$ cat src/hdl/swsb_pkg.sv
// shared types and constants for the sliding window slot buffer
package swsb_pkg;

  localparam int DEPTH        = 64;                 // must be a power of two
  localparam int PAYLOAD_BITS = 64;
  localparam int SLOT_W       = $clog2(DEPTH);
  localparam int STEP_W       = $clog2(DEPTH + 1);
  localparam int MODE_W       = 4;
  localparam int INDEX_W      = 32;
  localparam int WORD_W       = 64;
  localparam int POS_W        = INDEX_W + 2;        // holds rear + DEPTH and pos - front

  localparam logic [MODE_W-1:0] MODE_WRITE      = 4'd0;
  localparam logic [MODE_W-1:0] MODE_READ       = 4'd1;
  localparam logic [MODE_W-1:0] MODE_SET_FLAG   = 4'd2;
  localparam logic [MODE_W-1:0] MODE_CLEAR_FLAG = 4'd3;
  localparam logic [MODE_W-1:0] MODE_TEST_FLAG  = 4'd4;
  localparam logic [MODE_W-1:0] MODE_SET_FRONT  = 4'd5;
  localparam logic [MODE_W-1:0] MODE_SET_REAR   = 4'd6;
  localparam logic [MODE_W-1:0] MODE_SCAN_FRONT = 4'd7;
  localparam logic [MODE_W-1:0] MODE_SCAN_REAR  = 4'd8;

  typedef struct packed {
    logic latch;       // capture the input word
    logic exec;        // perform the operation, start a scan
    logic scan_step;   // advance the scan position
    logic load_out;    // load the output register
  } ctrl_cmd_t;

  typedef struct packed {
    logic              is_scan;
    logic              scan_more;
    logic [STEP_W-1:0] steps;
  } dp_stat_t;

endpackage

$ cat src/hdl/swsb_ctrl.sv
// controller state machine for the sliding window slot buffer
module swsb_ctrl (
  input  logic                clk,
  input  logic                rst,
  input  logic                in_valid,
  output logic                in_stall,
  output logic                out_valid,
  input  logic                out_stall,
  input  swsb_pkg::dp_stat_t  stat,
  output swsb_pkg::ctrl_cmd_t cmd
);

  localparam logic [1:0] ST_IDLE   = 2'd0;
  localparam logic [1:0] ST_EXEC   = 2'd1;
  localparam logic [1:0] ST_SCAN   = 2'd2;
  localparam logic [1:0] ST_FINISH = 2'd3;

  logic [1:0] state;
  logic [1:0] state_next;
  logic       out_free;

  assign in_stall = (state != ST_IDLE);
  assign out_free = !out_valid || !out_stall;

  always_comb begin
    state_next    = state;
    cmd           = '0;
    unique case (state)
      ST_IDLE: begin
        if (in_valid) begin
          cmd.latch  = 1'b1;
          state_next = ST_EXEC;
        end
      end
      ST_EXEC: begin
        cmd.exec   = 1'b1;
        state_next = stat.is_scan ? ST_SCAN : ST_FINISH;
      end
      ST_SCAN: begin
        cmd.scan_step = stat.scan_more;
        if (!stat.scan_more) begin
          state_next = ST_FINISH;
        end
      end
      ST_FINISH: begin
        // hold the result until the output register frees up
        if (out_free) begin
          cmd.load_out = 1'b1;
          state_next   = ST_IDLE;
        end
      end
      default: state_next = ST_IDLE;
    endcase
  end

  always_ff @(posedge clk) begin
    if (rst) begin
      state     <= ST_IDLE;
      out_valid <= 1'b0;
    end else begin
      state <= state_next;
      if (cmd.load_out) begin
        out_valid <= 1'b1;
      end else if (!out_stall) begin
        out_valid <= 1'b0;
      end
    end
  end

endmodule

$ cat src/hdl/swsb_dp.sv
// datapath of the sliding window slot buffer: slots, flags, window and scan unit
module swsb_dp (
  input  logic                                  clk,
  input  logic                                  rst,
  input  swsb_pkg::ctrl_cmd_t                   cmd,
  output swsb_pkg::dp_stat_t                    stat,
  input  logic [swsb_pkg::MODE_W-1:0]           mode,
  input  logic signed [swsb_pkg::INDEX_W-1:0]   seq_index,
  input  logic [swsb_pkg::WORD_W-1:0]           payload_in,
  output logic [swsb_pkg::WORD_W-1:0]           payload_out,
  output logic                                  flag_out,
  output logic signed [swsb_pkg::INDEX_W-1:0]   position_out
);

  localparam logic signed [swsb_pkg::POS_W-1:0] DEPTH_POS =
    swsb_pkg::POS_W'(swsb_pkg::DEPTH);
  localparam logic [swsb_pkg::STEP_W-1:0] DEPTH_STEPS =
    swsb_pkg::STEP_W'(swsb_pkg::DEPTH);

  logic [swsb_pkg::MODE_W-1:0]             mode_q;
  logic signed [swsb_pkg::INDEX_W-1:0]     idx_q;
  logic [swsb_pkg::PAYLOAD_BITS-1:0]       pay_q;
  logic signed [swsb_pkg::INDEX_W-1:0]     front;
  logic signed [swsb_pkg::INDEX_W-1:0]     rear;
  logic [swsb_pkg::DEPTH-1:0]              flags;
  logic [swsb_pkg::PAYLOAD_BITS-1:0]       mem [swsb_pkg::DEPTH];
  logic [swsb_pkg::PAYLOAD_BITS-1:0]       rd_data;
  logic                                    flag_q;
  logic signed [swsb_pkg::POS_W-1:0]       pos;
  logic [swsb_pkg::STEP_W-1:0]             steps;

  logic [swsb_pkg::SLOT_W-1:0]             slot;
  logic [swsb_pkg::SLOT_W-1:0]             pos_slot;
  logic signed [swsb_pkg::POS_W-1:0]       front_ext;
  logic signed [swsb_pkg::POS_W-1:0]       rear_ext;
  logic signed [swsb_pkg::POS_W-1:0]       rear_span;
  logic signed [swsb_pkg::POS_W-1:0]       pos_less;
  logic                                    pos_flag;
  logic                                    room;
  logic                                    front_more;
  logic                                    rear_more;

  logic [swsb_pkg::WORD_W-1:0]             res_payload;
  logic                                    res_flag;
  logic signed [swsb_pkg::INDEX_W-1:0]     res_pos;

  // power-of-two depth: floor modulo is the low bits, also for negatives
  assign slot      = idx_q[swsb_pkg::SLOT_W-1:0];
  assign pos_slot  = pos[swsb_pkg::SLOT_W-1:0];
  assign front_ext = swsb_pkg::POS_W'(front);
  assign rear_ext  = swsb_pkg::POS_W'(rear);
  assign rear_span = pos - front_ext;
  assign pos_less  = pos - swsb_pkg::POS_W'(1);
  assign pos_flag  = flags[pos_slot];
  assign room      = steps < DEPTH_STEPS;

  assign front_more = room && (pos <= rear_ext) && pos_flag;
  assign rear_more  = room && !pos_flag && (rear_span < DEPTH_POS);

  assign stat.is_scan   = (mode_q == swsb_pkg::MODE_SCAN_FRONT) ||
                          (mode_q == swsb_pkg::MODE_SCAN_REAR);
  assign stat.scan_more = (mode_q == swsb_pkg::MODE_SCAN_FRONT) ? front_more : rear_more;
  assign stat.steps     = steps;

  // request capture
  always_ff @(posedge clk) begin
    if (cmd.latch) begin
      mode_q <= mode;
      idx_q  <= seq_index;
      pay_q  <= payload_in[swsb_pkg::PAYLOAD_BITS-1:0];
    end
  end

  // slot store, read data registered
  always_ff @(posedge clk) begin
    if (cmd.exec && (mode_q == swsb_pkg::MODE_WRITE)) begin
      mem[slot] <= pay_q;
    end
    rd_data <= mem[slot];
  end

  // flags and window
  always_ff @(posedge clk) begin
    if (rst) begin
      flags <= '0;
      front <= '0;
      rear  <= '0;
    end else if (cmd.exec) begin
      unique case (mode_q)
        swsb_pkg::MODE_SET_FLAG: flags[slot] <= 1'b1;
        swsb_pkg::MODE_CLEAR_FLAG: begin
          if (!idx_q[swsb_pkg::INDEX_W-1]) begin
            flags[slot] <= 1'b0;
          end
        end
        swsb_pkg::MODE_SET_FRONT: begin
          if (idx_q > front) begin
            front <= idx_q;
          end
        end
        swsb_pkg::MODE_SET_REAR: rear <= idx_q;
        default: ;
      endcase
    end
  end

  // scan position and step count
  always_ff @(posedge clk) begin
    if (cmd.exec) begin
      flag_q <= flags[slot];
      pos    <= (mode_q == swsb_pkg::MODE_SCAN_FRONT) ? front_ext : rear_ext;
      steps  <= '0;
    end else if (cmd.scan_step) begin
      pos    <= pos + swsb_pkg::POS_W'(1);
      steps  <= steps + swsb_pkg::STEP_W'(1);
    end
  end

  always_comb begin
    res_payload = '0;
    res_flag    = 1'b0;
    res_pos     = '0;
    case (mode_q)
      swsb_pkg::MODE_READ:       res_payload = swsb_pkg::WORD_W'(rd_data);
      swsb_pkg::MODE_TEST_FLAG:  res_flag    = flag_q;
      swsb_pkg::MODE_SET_FRONT:  res_pos     = front;
      swsb_pkg::MODE_SCAN_FRONT: res_pos     = pos[swsb_pkg::INDEX_W-1:0];
      swsb_pkg::MODE_SCAN_REAR:  res_pos     = pos_less[swsb_pkg::INDEX_W-1:0];
      default: ;
    endcase
  end

  always_ff @(posedge clk) begin
    if (cmd.load_out) begin
      payload_out  <= res_payload;
      flag_out     <= res_flag;
      position_out <= res_pos;
    end
  end

endmodule

$ cat src/hdl/sliding_window_slot_buffer.sv
// Sliding window slot buffer for datagrams: top level.
// Input channel (in_valid / in_stall) carries one request word: mode, seq_index and
// payload_in. Output channel (out_valid / out_stall) returns exactly one result word
// per request: payload_out, flag_out and position_out.
// Sequence numbers map onto DEPTH slots by their low bits; each slot has a payload
// word and a received flag. The window front and rear are kept in registers.
// Order: a non-scan request is executed after acceptance, then its result is loaded
// into the output register. A scan walks the flags one slot per cycle, up to DEPTH
// steps plus one final test, before its result is loaded. The next word is taken in
// the cycle after the result is loaded.
// Throughput: one request at a time; in_stall is high from the cycle after
// acceptance until the result is loaded into the output register, so a new request
// can be taken while the previous result still waits on a stalled output.
// Receiver stall: the output register holds its word while out_stall is high; a
// finished result waits inside the block until the register frees up.
// Reset (rst, synchronous): clears all received flags, front and rear to zero and
// drops out_valid. Payload slots are not cleared and must be written before read.
module sliding_window_slot_buffer (
  input  logic                                  clk,
  input  logic                                  rst,
  input  logic                                  in_valid,
  output logic                                  in_stall,
  input  logic [swsb_pkg::MODE_W-1:0]           mode,
  input  logic signed [swsb_pkg::INDEX_W-1:0]   seq_index,
  input  logic [swsb_pkg::WORD_W-1:0]           payload_in,
  output logic                                  out_valid,
  input  logic                                  out_stall,
  output logic [swsb_pkg::WORD_W-1:0]           payload_out,
  output logic                                  flag_out,
  output logic signed [swsb_pkg::INDEX_W-1:0]   position_out
);

  swsb_pkg::ctrl_cmd_t cmd;
  swsb_pkg::dp_stat_t  stat;

  swsb_ctrl u_ctrl (
    .clk       (clk),
    .rst       (rst),
    .in_valid  (in_valid),
    .in_stall  (in_stall),
    .out_valid (out_valid),
    .out_stall (out_stall),
    .stat      (stat),
    .cmd       (cmd)
  );

  swsb_dp u_dp (
    .clk          (clk),
    .rst          (rst),
    .cmd          (cmd),
    .stat         (stat),
    .mode         (mode),
    .seq_index    (seq_index),
    .payload_in   (payload_in),
    .payload_out  (payload_out),
    .flag_out     (flag_out),
    .position_out (position_out)
  );

  // the block goes busy right after taking a word
  a_busy_after_accept: assert property (@(posedge clk) disable iff (rst)
    (in_valid && !in_stall) |=> in_stall)
    else $error("block not busy after accepting a word");

  // a result never overwrites one that the receiver has not taken
  a_no_overwrite: assert property (@(posedge clk) disable iff (rst)
    cmd.load_out |-> (!out_valid || !out_stall))
    else $error("output register loaded while stalled");

  // a scan never goes past DEPTH steps
  a_scan_bound: assert property (@(posedge clk) disable iff (rst)
    cmd.scan_step |-> (stat.steps < swsb_pkg::STEP_W'(swsb_pkg::DEPTH)))
    else $error("scan ran past the window depth");

  // scans and results do not overlap
  a_step_not_load: assert property (@(posedge clk) disable iff (rst)
    !(cmd.scan_step && cmd.load_out))
    else $error("scan step and output load in the same cycle");

endmodule
$ cat config.mk
export PLATFORM = sky130hd
export DESIGN_NAME = sliding_window_slot_buffer
export DESIGN_NICKNAME = d
export VERILOG_FILES = /design/src/hdl/swsb_pkg.sv /design/src/hdl/swsb_ctrl.sv /design/src/hdl/swsb_dp.sv /design/src/hdl/sliding_window_slot_buffer.sv
export SDC_FILE = /design/constraint.sdc
export NUM_CORES = 2
export LEC_CHECK = 0
export BUFFER_PORTS_ARGS = -buffer_cell sky130_fd_sc_hd__buf_4
export CORE_MARGIN = 2
export CORE_UTILIZATION = 30
export DETAILED_ROUTE_END_ITERATION = 16
export PLACE_DENSITY = 0.43
export SLEW_MARGIN = 10
export SYNTH_ARGS = -nofsm -noshare
export SYNTH_HDL_FRONTEND = slang
export SYNTH_SLANG_ARGS = --single-unit
$ cat constraint.sdc
create_clock -name clk -period 20.6 [get_ports clk]
set_input_delay 3.09 -clock clk [delete_from_list [all_inputs] [get_ports clk]]
set_output_delay 3.09 -clock clk [all_outputs]
set_load 0.005 [all_outputs]
# After elaboration in Yosys (flattened, before gate mapping)
# Memory sizes are Yosys's and may differ from the RTL's. A register that Yosys moved wholly into a read port is not among the register bits.
# Cells that the tools add are included.
dict set report totals {
  register_bits 370
  latch_bits 0
  romBits 0
  ram_bits 4096
  out_inout_bits 99
  mem_count 1
  input_bits 104
  word_cells 93
}
# memory depth width rd rd_clocked_by_memory_dff wr line
set memory_table {}
lappend memory_table {u_dp.mem 64 64 1 1 1 swsb_dp.sv:26} ;# logic [swsb_pkg::PAYLOAD_BITS-1:0] mem [swsb_pkg::DEPTH];
dict set report op_classes {
  shift 0
  reduce_logical 20
  add_sub_neg 4
  eq_ne 16
  muxes 28
  n_lt_le_gt_ge 7
  div 0
  bitwise 3
  n_mul 0
}
# op n
set op_table {}
lappend op_table {{one-hot mux 64 bit (2 select lines)} 1}
lappend op_table {{two-way mux 34 bit} 3}
lappend op_table {{one-hot mux 32 bit (3 select lines)} 1}
lappend op_table {{AND 64 bit} 1}
lappend op_table {{two-way mux 64 bit} 1}
lappend op_table {{inverter 64 bit} 1}
lappend op_table {{bitwise OR 64 bit} 1}
lappend op_table {{adder 34 x 2 -> 34 bit, second input constant} 1}
lappend op_table {{less-or-equal comparator 34 x 32 -> 1 bit} 1}
lappend op_table {{< comparator 34 x 8 -> 1 bit, second input constant} 1}
lappend op_table {{subtractor 34 x 32 -> 34 bit} 1}
lappend op_table {{> comparator 32 bit} 1}
lappend op_table {{subtractor 32 x 2 -> 32 bit, second input constant} 1}
lappend op_table {{== test 4 x 3 -> 1 bit, second input constant} 4}
lappend op_table {{two-way mux 1 bit} 15}
lappend op_table {{< comparator 6 x 7 -> 1 bit, second input constant} 2}
lappend op_table {{binary-select mux 1 bit (select 6 bit)} 2}
lappend op_table {{AND reduction 3 bit} 3}
lappend op_table {{== test 4 x 2 -> 1 bit, second input constant} 2}
lappend op_table {{one-hot mux 2 bit (4 select lines)} 1}
lappend op_table {{adder 7 x 1 -> 7 bit, second input constant} 1}
lappend op_table {{< comparator 7 bit, second input constant} 1}
lappend op_table {{demux 1 bit (select 6 bit)} 1}
lappend op_table {{greater-or-equal comparator 6 x 1 -> 1 bit, second input constant} 1}
lappend op_table {{14 further kinds} 30}

# Logic depth before layout (Yosys ltp)
dict set report logic_depth {
  word_depth 9
  ltp_mapped 16
  mapped_depth_nobuf 13
}

# Modules after synthesis
# A second synthesis with hierarchy kept.
dict set report unflattened {
  hier_cells 9549
  hier_area_um2 166902.6
}
# module n_inst cells_each seq_area_each_um2 area_each_um2
set by_module_without_submodules {}
lappend by_module_without_submodules {swsb_dp 1 9522 133948.5 166649.8}
lappend by_module_without_submodules {swsb_ctrl 1 27 60.1 252.7}

# Worst setup path after synthesis
# Ideal clock, no wire load.
dict set report synth_path {
  kind {input-to-reg}
  start {in out_stall}
  end {reg u_dp.flag_out, enable pin}
  required_ns 19.900
  arrival_ns 10.122
  n_path_buf 0
  path_slack_ns 9.778
  path_stages 1
  setup_ns 0.700
  cell_sequence {a21boi_0}
}
dict set report synth_via {
  elab_chain_cells 4
}
# item line
set synth_lines {}
lappend synth_lines {{start: declaration} sliding_window_slot_buffer.sv:27} ;# input logic out_stall,
lappend synth_lines {{logical NOT 1 bit} swsb_ctrl.sv:23} ;# assign out_free = !out_valid || !out_stall;
lappend synth_lines {{logical OR 1 bit} swsb_ctrl.sv:23}
lappend synth_lines {{two-way mux 1 bit} swsb_ctrl.sv:47} ;# if (out_free) begin
lappend synth_lines {{two-way mux 1 bit} swsb_ctrl.sv:28} ;# unique case (state)
lappend synth_lines {{end signal: assignment} swsb_dp.sv:136} ;# flag_out <= res_flag;
lappend synth_lines {{end: declaration} swsb_dp.sv:11} ;# output logic flag_out,
# No other way between the ends.
# A chain may end at the register's enable or synchronous reset.

==> impl_metrics.tcl <==
set metrics [dict create \
    status "finished, final reports clean" \
    clock_sinks 4530 \
    register_area_um2 134000 \
    leakage_uw 0.0584 \
    slew_headroom_pct 11.0 \
    rows 274 \
    synth_area_leaders "edfxtp_1 78%, a22oi_1 6.8%, dfxtp_1 2.4%" \
    cts_root_buf "clkbuf_16" \
    fill_cells 52300 \
    cap_violations 0 \
    vdd_drop_max_v 0.0000861 \
    fp.dieW_um 750 \
    syn_area_um2 167000 \
    yosysWarnings 0 \
    cp-end-kind "register" \
    tightest_slew_ns 1.32 \
    period_share_pct 26.9 \
    skew_ns 0.0690 \
    grt_pass1_vias 98600 \
    multiInputGateArea_um2 30900 \
    antenna_found_initial 40 \
    cp-start-kind "register" \
    hold_path.class "reg -> reg" \
    clk_latency_ns 1.08 \
    routed_wl_mm 627 \
    clkTransAtPathRegs_ns 0.06 \
    grt_use_met3_pct 2.73 \
    postPlaceCellArea_um2 179000 \
    synth-edff-count 4328 \
    grt.busiest_layer "met2" \
    synth_commonest_cells "4,328 x edfxtp_1, 1,509 x a22oi_1, 527 x clkbuf_1, 318 x a31oi_1" \
    cts_made_buffers 470 \
    tritoncts "yes" \
    dieArea_um2 563000 \
    rsz0062_at_grt "no" \
    ctsHoldBuffers 0 \
    start_util_pct 30.1 \
    synth_cell_type_count 70 \
    hold_ws_ns 0.473 \
    ys.flop_type "edfxtp_1" \
    drive_above_1_share_pct 13.0 \
    arrival_ns 6.49 \
    synth_most_common_cell "edfxtp_1" \
    via_per_inst 5.60 \
    area_growth_pct 16.3 \
    grt_pass1_wl_mm 846 \
    worstPathRequired_ns 21.55 \
    ios 203 \
    clock_path_buffers 4 \
    async_flop_share_pct 0 \
    htree_levels 5 \
    post-cts-setup-buffers 0 \
    use_met2_pct 35.6 \
    die_h_um 750 \
    hold_viol 0 \
    wl_per_cell_um 35.2 \
    dp_hpwl_mm 324 \
    utilization_pct 35.0 \
    num_vias 99900 \
    setup_viol 0 \
    firstDrtPassIters 8 \
    use_met1_pct 30.0 \
    synth_top_area_cell "edfxtp_1" \
    synth_top_cell_area_share_pct 77.8 \
    place.gp.congestion 0.832 \
    grt_start_max_net_pins 115 \
    nets 10200 \
    core_um2 556000 \
    fmax_ghz 0.180 \
    totalNegativeSetupSlack_ns 0 \
    route.detailed.drc 0 \
    synth_cells 9580 \
    synth_area_per_cell_um2 17.4 \
    finalMaxSlewViolations 0 \
    synth_nets 9790 \
    cts_resized 0 \
    synth_seq_cells 4530 \
    ant_nets 0 \
    period_minus_slack_ns 5.54 \
    path_max_fanout 59 \
    synth_seq_area_share_pct 80.2 \
    grt.total_usage_pct 21.5 \
    drtIter0Drc 12700 \
    port_buffers 202 \
    path_class "reg -> reg" \
    grt_overflow 0 \
    fin_area_um2 194000 \
    powerDensity_nw_per_um2 117 \
]
-- flip-flops by register name (all words and copies together), names as in the netlist, named ones only --
signal	count
u_ctrl.out_valid	1
u_dp.idx_q	32
u_ctrl.state	2
u_dp.flag_out	1
u_dp.mode_q	4
u_dp.mem	4096
u_dp.rd_data	64
u_dp.rear	32
u_dp.position_out	32
u_dp.steps	7
u_dp.pay_q	64
u_dp.front	32
u_dp.payload_out	64
u_dp.pos	34
u_dp.flag_q	1
-- routing by layer --
layer	vias to the layer above	wire (um)
met1	54000	271000
met3	806	41200
met5	-	82
met4	12	16100
met2	4357	298000
li1	40800	-
-- cell families (layout without fill, tap and decap cells) --
kind of cell,after synthesis,after routing,share of synthesized area (%)
and+or+nand+nor,1123,1123,3.33
xor gates and xnor gates,46,46,0.241
muxes,63,63,0.509
AOI/OAI and AO/OA,2989,2989,13.3
other,0,14,0
adders and majority gates,106,106,0.794
DFF,4530,4530,80.2
buffers and inverters,723,1510,1.63
-- stage by stage --
stage,setup WS (ns),cells,total power [uW]
5_1_grt,14.99,17800,23500
3_3_place_gp,14.51,16900,14400
2_1_floorplan,9.78,9580,12900
6_report,15.06,17800,22800
3_5_place_dp,14.40,16900,14400
4_1_cts,15.12,17800,22900
-- final cells by class --
class,count,area share (%)
antenna,14,0.0180
clock buffer,621,6.59
clock inverter,262,1.36
inverter,82,0.158
multi-input combinational,4327,15.9
sequential,4530,69.0
tap,7452,4.80
timing repair buffer,545,2.21
-- final timing paths --
kind,to,cells after the start,slack (ns),startpoint
worst max-delay path,u_dp.rd_data[44],9,15.06,u_dp.idx_q[1]
worst min-delay path,u_dp.rear[6],2,0.47,u_dp.rear[6]
worst max register to register,u_dp.rd_data[44],9,15.06,u_dp.idx_q[1]
worst min register to register,u_dp.rear[6],2,0.47,u_dp.rear[6]
-- critical path, cell delays in order (launching register included) --
cell and delay (ns):
edfxtp_1 0.75, and3_4 0.85, buf_4 0.70, buf_4 0.92
buf_4 0.90, a22o_1 0.26, a221oi_1 0.05, a31oi_1 0.47
nor4_1 0.22, nand3_1 0.13
-- cell usage in the layout, fill, tap and decap left out, drive strengths merged, types with 67 or more instances in the layout --
| cell type | count |
|---|---|
| a21oi | 271 |
| ha | 106 |
| nand4 | 166 |
| a22oi | 1509 |
| nor3 | 99 |
| a41oi | 114 |
| nor2 | 269 |
| o21ai | 67 |
| a31oi | 318 |
| clkinv | 190 |
| clkbuf | 621 |
| nor4 | 82 |
| dfxtp | 202 |
| edfxtp | 4328 |
| nand3 | 78 |
| nand2 | 252 |
| a22o | 294 |
| a221oi | 294 |
| inv | 98 |
| buf | 545 |
| and2 | 70 |
-- where the power goes --
group	total [uW]	internal, uW	switching [uW]
combinational	3290	880	2410
clock	8590	4910	3670
sequential	10900	10700	236
total	22800	16500	6320
Note: power is estimated with default switching activity, not from simulation.
